## config.mk

```make
export PLATFORM = sky130hd
export DESIGN_NAME = mm_step
export DESIGN_NICKNAME = d
export VERILOG_FILES = /design/src/rtl/mm_step.sv
export SDC_FILE = /design/constraint.sdc
export NUM_CORES = 1
export LEC_CHECK = 0
export BUFFER_PORTS_ARGS = -buffer_cell sky130_fd_sc_hd__buf_2
export CAP_MARGIN = 20
export CORE_MARGIN = 2
export CORE_UTILIZATION = 60
export CTS_CLUSTER_DIAMETER = 100
export DETAILED_ROUTE_END_ITERATION = 16
export PLACE_DENSITY = 0.9
export SLEW_MARGIN = 0
export SYNTH_ARGS = -nofsm -noshare
export SYNTH_HDL_FRONTEND = slang
export SYNTH_SLANG_ARGS = --single-unit
export TNS_END_PERCENT = 10
```

## constraint.sdc

```tcl
create_clock -name clock -period 17.2 [get_ports clock]
set_clock_uncertainty 0.2 [all_clocks]
set_input_delay 0.86 -clock clock [delete_from_list [all_inputs] [get_ports clock]]
set_output_delay 0.86 -clock clock [all_outputs]
set_load 0.05 [all_outputs]
```

## src/rtl/mm_step.sv

```systemverilog
module mm_step #(
   parameter int unsigned WIDTH = 64
) (
   input  logic             clock,
   input  logic             enable,
   input  logic [WIDTH-1:0] x_in,
   input  logic [WIDTH-1:0] y_in,
   input  logic             carry_in,
   input  logic [WIDTH-1:0] mod_in,
   output logic [WIDTH-1:0] sum_ff
);

   logic [WIDTH:0]   total;
   logic [WIDTH:0]   reduced;
   logic [WIDTH-1:0] sum_in;

   // x + y + carry stays below 2m, so one conditional subtract brings it back below m
   always_comb begin
      total   = {1'b0, x_in} + {1'b0, y_in} + {{WIDTH{1'b0}}, carry_in};
      reduced = total - {1'b0, mod_in};
      if (total >= {1'b0, mod_in}) begin
         sum_in = reduced[WIDTH-1:0];
      end else begin
         sum_in = total[WIDTH-1:0];
      end
   end

   always_ff @(posedge clock) begin
      if (enable) begin
         sum_ff <= sum_in;
      end
   end

endmodule

```

* Yosys cells after proc, flatten, opt, wreduce, memory -nomap -nowiden
Index checks and enable logic that the tools add are counted.
** Cells by class
- Add/sub/neg operators :: 3
- $lt $le $gt $ge :: 1
- Muxes and demuxes :: 1
** Operators with widths (count)
- adder 64 x 64 -> 65 bit :: 1
- adder 65 x 1 -> 65 bit :: 1
- greater-or-equal comparator 65 x 64 -> 1 bit :: 1
- two-way mux 64 bit :: 1
- subtractor 64 bit :: 1
** Storage, ports and cells
- Bits in registers :: 64
- Bits of input ports :: 195
- Output and inout port bits :: 64
- Logic and storage cells :: 6

* Longest topological paths before layout
- Depth after elaboration :: 4
- Depth in mapped cells :: 27
- Depth with buffers taken out :: 25

* Worst setup path before layout
No wires, ideal clock.
- Path kind :: input-to-reg
- Start point :: input port x_in[0]
- End point :: register sum_ff[50] (data pin)
- Setup time :: 0.260 ns
- Data arrival time :: 5.833 ns
- Required time :: 16.740 ns
- Setup slack :: 10.908 ns
- Stages :: 24
- Path through :: fa_1 -> fa_1 -> a211oi_2 -> o211ai_2 -> a41oi_1 -> or3b_1 -> o311a_1 -> o21ai_1 -> nand3_1 -> o21ai_1 -> a211o_1 -> a221oi_2 -> xnor2_1 -> ha_1 -> a21o_1 -> a21o_1 -> a21oi_1 -> o21a_1 -> o21ai_0 -> a221oi_1 -> o41ai_1 -> a31oi_4 -> buf_6 -> mux2_2
** On the way
- Cells in the longest elaborated chain, start to end :: 4
** RTL lines
- start: declaration :: RTL line 6 : input logic [WIDTH-1:0] x_in,
- adder 64 x 64 -> 65 bit (*) :: RTL line 19 : total = {1'b0, x_in} + {1'b0, y_in} + {{WIDTH{1'b0}}, carry_in};
- adder 65 x 1 -> 65 bit (*) :: RTL line 19
- subtractor 64 bit or greater-or-equal comparator 65 x 64 -> 1 bit (tied branches) :: RTL line 20, 21
- two-way mux 64 bit (*) :: RTL line 21 : if (total >= {1'b0, mod_in}) begin
- net sum_in[50] :: RTL line 15 : logic [WIDTH-1:0] sum_in;
- end signal: assignment :: RTL line 30 : sum_ff <= sum_in;
- end: declaration :: RTL line 10 : output logic [WIDTH-1:0] sum_ff
Mark *: on every way through the listed nets, which the timed path passes. The rest lies on a longest branch.
A chain may end at the register's enable or synchronous reset.

* Final worst setup path
- Start point :: input port x_in[0]
- End point :: register sum_ff[58] (data pin)
Same word-level chain as after synthesis.

==> flow_results.xml <==
<?xml version="1.0" encoding="UTF-8"?>
<metrics>
  <group name="run_status">
    <metric name="outcome" unit="">finished clean</metric>
  </group>
  <group name="synth">
    <metric name="yosys_warnings" unit="">0</metric>
    <metric name="cell_taking_the_most_area_after_synthesis" unit="">edfxtp_1</metric>
    <metric name="ys_top_cells_by_area" unit="">edfxtp_1, ha_1, a21oi_1</metric>
    <metric name="async_reset_ff_share" unit="%">0</metric>
    <metric name="synth_nets" unit="">1610</metric>
    <metric name="syn_area" unit="mm2">0.01007</metric>
    <metric name="synth_cell_types" unit="">76</metric>
    <metric name="synth_seq_cells" unit="">64</metric>
    <metric name="yosysTopAreaCellShare" unit="%">19.09</metric>
    <metric name="syn-mean-instance-area" unit="um2">7.834</metric>
    <metric name="synth_edf_count" unit="">64</metric>
    <metric name="sequential_area_share_after_synthesis" unit="%">19.09</metric>
    <metric name="netlist_instances" unit="">1285</metric>
    <metric name="most_frequently_used_flop_master_after_synthesis" unit="">edfxtp_1</metric>
  </group>
  <group name="grt">
    <metric name="grt_max_degree" unit="">65</metric>
    <metric name="number_of_global_route_vias_before_repair" unit="">9721</metric>
    <metric name="grt_first_pass_wirelength" unit="mm">45.57</metric>
    <metric name="global_route.overflow_total" unit="">0</metric>
    <metric name="groute.usage.overall" unit="%">31.31</metric>
    <metric name="antenna_found_initial" unit="">0</metric>
  </group>
  <group name="critical_path">
    <metric name="cp.required" unit="ns">17.08</metric>
    <metric name="cp-start-kind" unit="">input port</metric>
    <metric name="critical_path_type" unit="">in -&gt; reg</metric>
    <metric name="endpoint_kind" unit="">register</metric>
    <metric name="critical_path_peak_fanout" unit="">55</metric>
    <metric name="slowest_library_cell_on_the_worst_path" unit="">fa_1</metric>
    <metric name="worst-endpoint-arrival" unit="ns">7.01</metric>
    <metric name="critical_path.max_stage_delay" unit="ns">0.47</metric>
  </group>
  <group name="floorplan">
    <metric name="die_width" unit="um">133.5</metric>
    <metric name="fp-row-count" unit="">47</metric>
    <metric name="die_y" unit="um">133.5</metric>
    <metric name="initial_core_utilization" unit="%">61.14</metric>
    <metric name="core_footprint" unit="mm2">0.01647</metric>
    <metric name="floorplan.die_area" unit="mm2">0.01783</metric>
    <metric name="pin_count" unit="">259</metric>
  </group>
  <group name="power">
    <metric name="power.ir.vdd_worst" unit="mV">0.08374</metric>
    <metric name="internal_power" unit="W">0.0006759</metric>
    <metric name="power.net_switching" unit="W">0.0007054</metric>
    <metric name="leakage_power_summed_over_all_cells" unit="nW">5.570</metric>
    <metric name="power_frac_clock" unit="%">13.1</metric>
    <metric name="powerDensity" unit="mW/mm2">118.5</metric>
    <metric name="seq_power_share" unit="%">20.1</metric>
    <metric name="power.share.combinational" unit="%">66.7</metric>
    <metric name="p_sw_share" unit="%">51.07</metric>
  </group>
  <group name="route">
    <metric name="detail_route.wl_per_cell" unit="um">16.60</metric>
    <metric name="wl" unit="mm">28.63</metric>
    <metric name="met2_wirelength" unit="mm">13.28</metric>
    <metric name="top_layer" unit="">met4</metric>
    <metric name="first_pass_iters" unit="">7</metric>
    <metric name="vias_per_cell" unit="">6.053</metric>
    <metric name="drt_drc_violations_left" unit="">0</metric>
    <metric name="wl_met3" unit="mm">2.123</metric>
    <metric name="drt_first_iter_violations" unit="">870</metric>
    <metric name="drtAntennaViolNets" unit="">0</metric>
    <metric name="num_vias" unit="">10440</metric>
    <metric name="route.layer.met1.wl" unit="mm">12.18</metric>
  </group>
  <group name="final_layout">
    <metric name="multi_input_comb_area" unit="mm2">0.007556</metric>
    <metric name="layout.filler_cells" unit="">1347</metric>
    <metric name="regArea" unit="mm2">0.001922</metric>
    <metric name="area_growth_syn_to_layout" unit="%">15.83</metric>
    <metric name="antenna-diode-count" unit="">0</metric>
    <metric name="drive_gt1_share" unit="%">20.47</metric>
    <metric name="largest_register_ffs" unit="">64</metric>
    <metric name="final_common_cell" unit="">buf_2</metric>
    <metric name="top_regs" unit="">sum_ff (64)</metric>
    <metric name="layout.nets" unit="">1827</metric>
    <metric name="layout.cell_area.non_filler" unit="mm2">0.01166</metric>
    <metric name="final_cell_mix" unit="">buf_2, a21oi_1, nand2_1, ha_1, o21ai_0</metric>
    <metric name="regMostFlops" unit="">sum_ff</metric>
  </group>
  <group name="run">
    <metric name="maxCapViolCount" unit="">0</metric>
  </group>
  <group name="place">
    <metric name="place_ws" unit="ns">9.834</metric>
    <metric name="gp_congestion" unit="">0.9705</metric>
    <metric name="dp_hpwl" unit="mm">23.25</metric>
    <metric name="numPortBuffers" unit="">258</metric>
    <metric name="placed_cell_area" unit="mm2">0.01139</metric>
  </group>
  <group name="min_path">
    <metric name="worstHoldEndpoint" unit="">sum_ff[0]$_DFFE_PP_</metric>
    <metric name="holdPathStages" unit="">3</metric>
    <metric name="holdCritPathClass" unit="">in -&gt; reg</metric>
    <metric name="hp-start" unit="">mod_in[0]</metric>
  </group>
  <group name="clock_tree">
    <metric name="clk_slew_on_worst_s_h_paths" unit="ns">0.06</metric>
    <metric name="resize_count_post_cts" unit="">0</metric>
    <metric name="cts_setup_buffers" unit="">0</metric>
    <metric name="cts_made_buffers" unit="">9</metric>
    <metric name="cts-root-buf" unit="">clkbuf_16</metric>
    <metric name="h-tree-depth" unit="">3</metric>
    <metric name="clk_path_buf_depth" unit="">2</metric>
    <metric name="postCtsHoldBufs" unit="">0</metric>
    <metric name="cts_tree" unit="">done</metric>
    <metric name="clock-sinks" unit="">64</metric>
  </group>
  <group name="timing">
    <metric name="final_setup_violation_count" unit="">0</metric>
    <metric name="finalMaxSlewViolations" unit="">0</metric>
    <metric name="fin_crit_sh" unit="%">41.47</metric>
    <metric name="timing.final.ws_setup" unit="ns">10.07</metric>
    <metric name="fin_crit" unit="ns">7.132</metric>
    <metric name="timing.max_slew.rel_slack" unit="%">39.95</metric>
    <metric name="totalNegativeSetupSlack" unit="ns">0</metric>
    <metric name="achievable-frequency" unit="MHz">140.2</metric>
    <metric name="setup_repair_after_global_routing_missed_its_margin" unit="">false</metric>
    <metric name="final-hold-violation-count" unit="">0</metric>
    <metric name="timing_worst_slew_pin_value" unit="ns">0.9008</metric>
  </group>
</metrics>
==> final cells by class <==
| type | instances | share of cell area [%] |
|---|---|---|
| multi-input combinational | 1081 | 64.80 |
| sequential | 64 | 16.48 |
| timing repair buffer | 261 | 11.27 |
| inverter | 85 | 2.736 |
| tap | 220 | 2.361 |
| clock buffer | 9 | 1.931 |
| clock inverter | 5 | 0.4292 |
==> worst max path at each step <==
stage	depth (start not counted)	to	start	slack (ns)
floorplan	24	sum_ff[50]$_DFFE_PP_	x_in[0]	10.91
global placement	25	sum_ff[59]$_DFFE_PP_	x_in[0]	10.04
detailed placement	25	sum_ff[59]$_DFFE_PP_	x_in[0]	9.83
CTS	25	sum_ff[59]$_DFFE_PP_	x_in[0]	10.16
global route	25	sum_ff[7]$_DFFE_PP_	x_in[0]	9.70
finish	25	sum_ff[58]$_DFFE_PP_	x_in[0]	10.07
==> through the flow <==
step	instances	total power, W	hold slack, ns	utilization, %
finish	1725	0.001381	0.7692	70.82
floorplan	1285	0.0009860	0.7725	-
CTS	1725	0.001367	0.7653	70.82
detailed placement	1711	0.001182	1.122	69.15
global placement	1711	0.001165	1.130	69.15
global route	1725	0.001465	0.8187	70.82
==> per-layer routing <==
metal,vias to the layer above,GRT usage (%)
met5,-,0
li1,5148,-
met3,91,4.566
met2,507,52.98
met1,4695,40.21
met4,0,12.71
==> worst max-delay path: cells and delay by family <==
family,cells,cell delay (ns)
buf+inv,2,0.58
compound gates,16,3.17
xor+xnor,1,0.20
mux,1,0.40
simple gates,2,0.49
fa+ha+maj,3,1.26
==> power groups by stage <==
stage / Clock (W) / Combinational, W / Sequential, W
after floorplan: 0 / 0.000520 / 0.000466
after global placement: 0 / 0.000885 / 0.000281
after detailed placement: 0 / 0.000903 / 0.000279
after CTS: 0.000180 / 0.000909 / 0.000278
after global routing: 0.000188 / 0.000996 / 0.000281
final: 0.000182 / 0.000921 / 0.000278
==> cells in the mapped netlist, types with 3 or more instances <==
master / number
a31o_2: 7
inv_1: 85
o21bai_1: 22
a221oi_1: 8
nand2b_1: 13
and2_1: 9
o31ai_1: 5
o21ai_1: 43
nand2_1: 137
o21ai_0: 90
buf_6: 5
and3_1: 17
clkbuf_1: 39
a21oi_1: 149
o21ai_2: 3
nand4_1: 30
a211o_1: 4
o211ai_1: 9
and4_1: 6
a21o_1: 77
buf_2: 6
nor2_1: 48
nor3_1: 9
o21a_1: 9
nor4_1: 4
mux2_2: 3
buf_4: 5
xnor2_1: 75
a31oi_1: 14
edfxtp_1: 64
fa_1: 3
mux2_1: 7
a211oi_1: 10
ha_1: 127
xor2_1: 49
nand3_1: 25
nor2b_1: 21
==> cells by family after synthesis <==
group	synth area share, %
AO/OA/AOI/OAI	30.88
AND/OR/NAND/NOR	15.78
buffers and inverters	5.854
adder cells (fa/ha/maj)	16.38
XOR/XNOR	10.79
flip-flops	19.09
multiplexers	1.218
No activity file was read; power rests on OpenSTA's default activity.
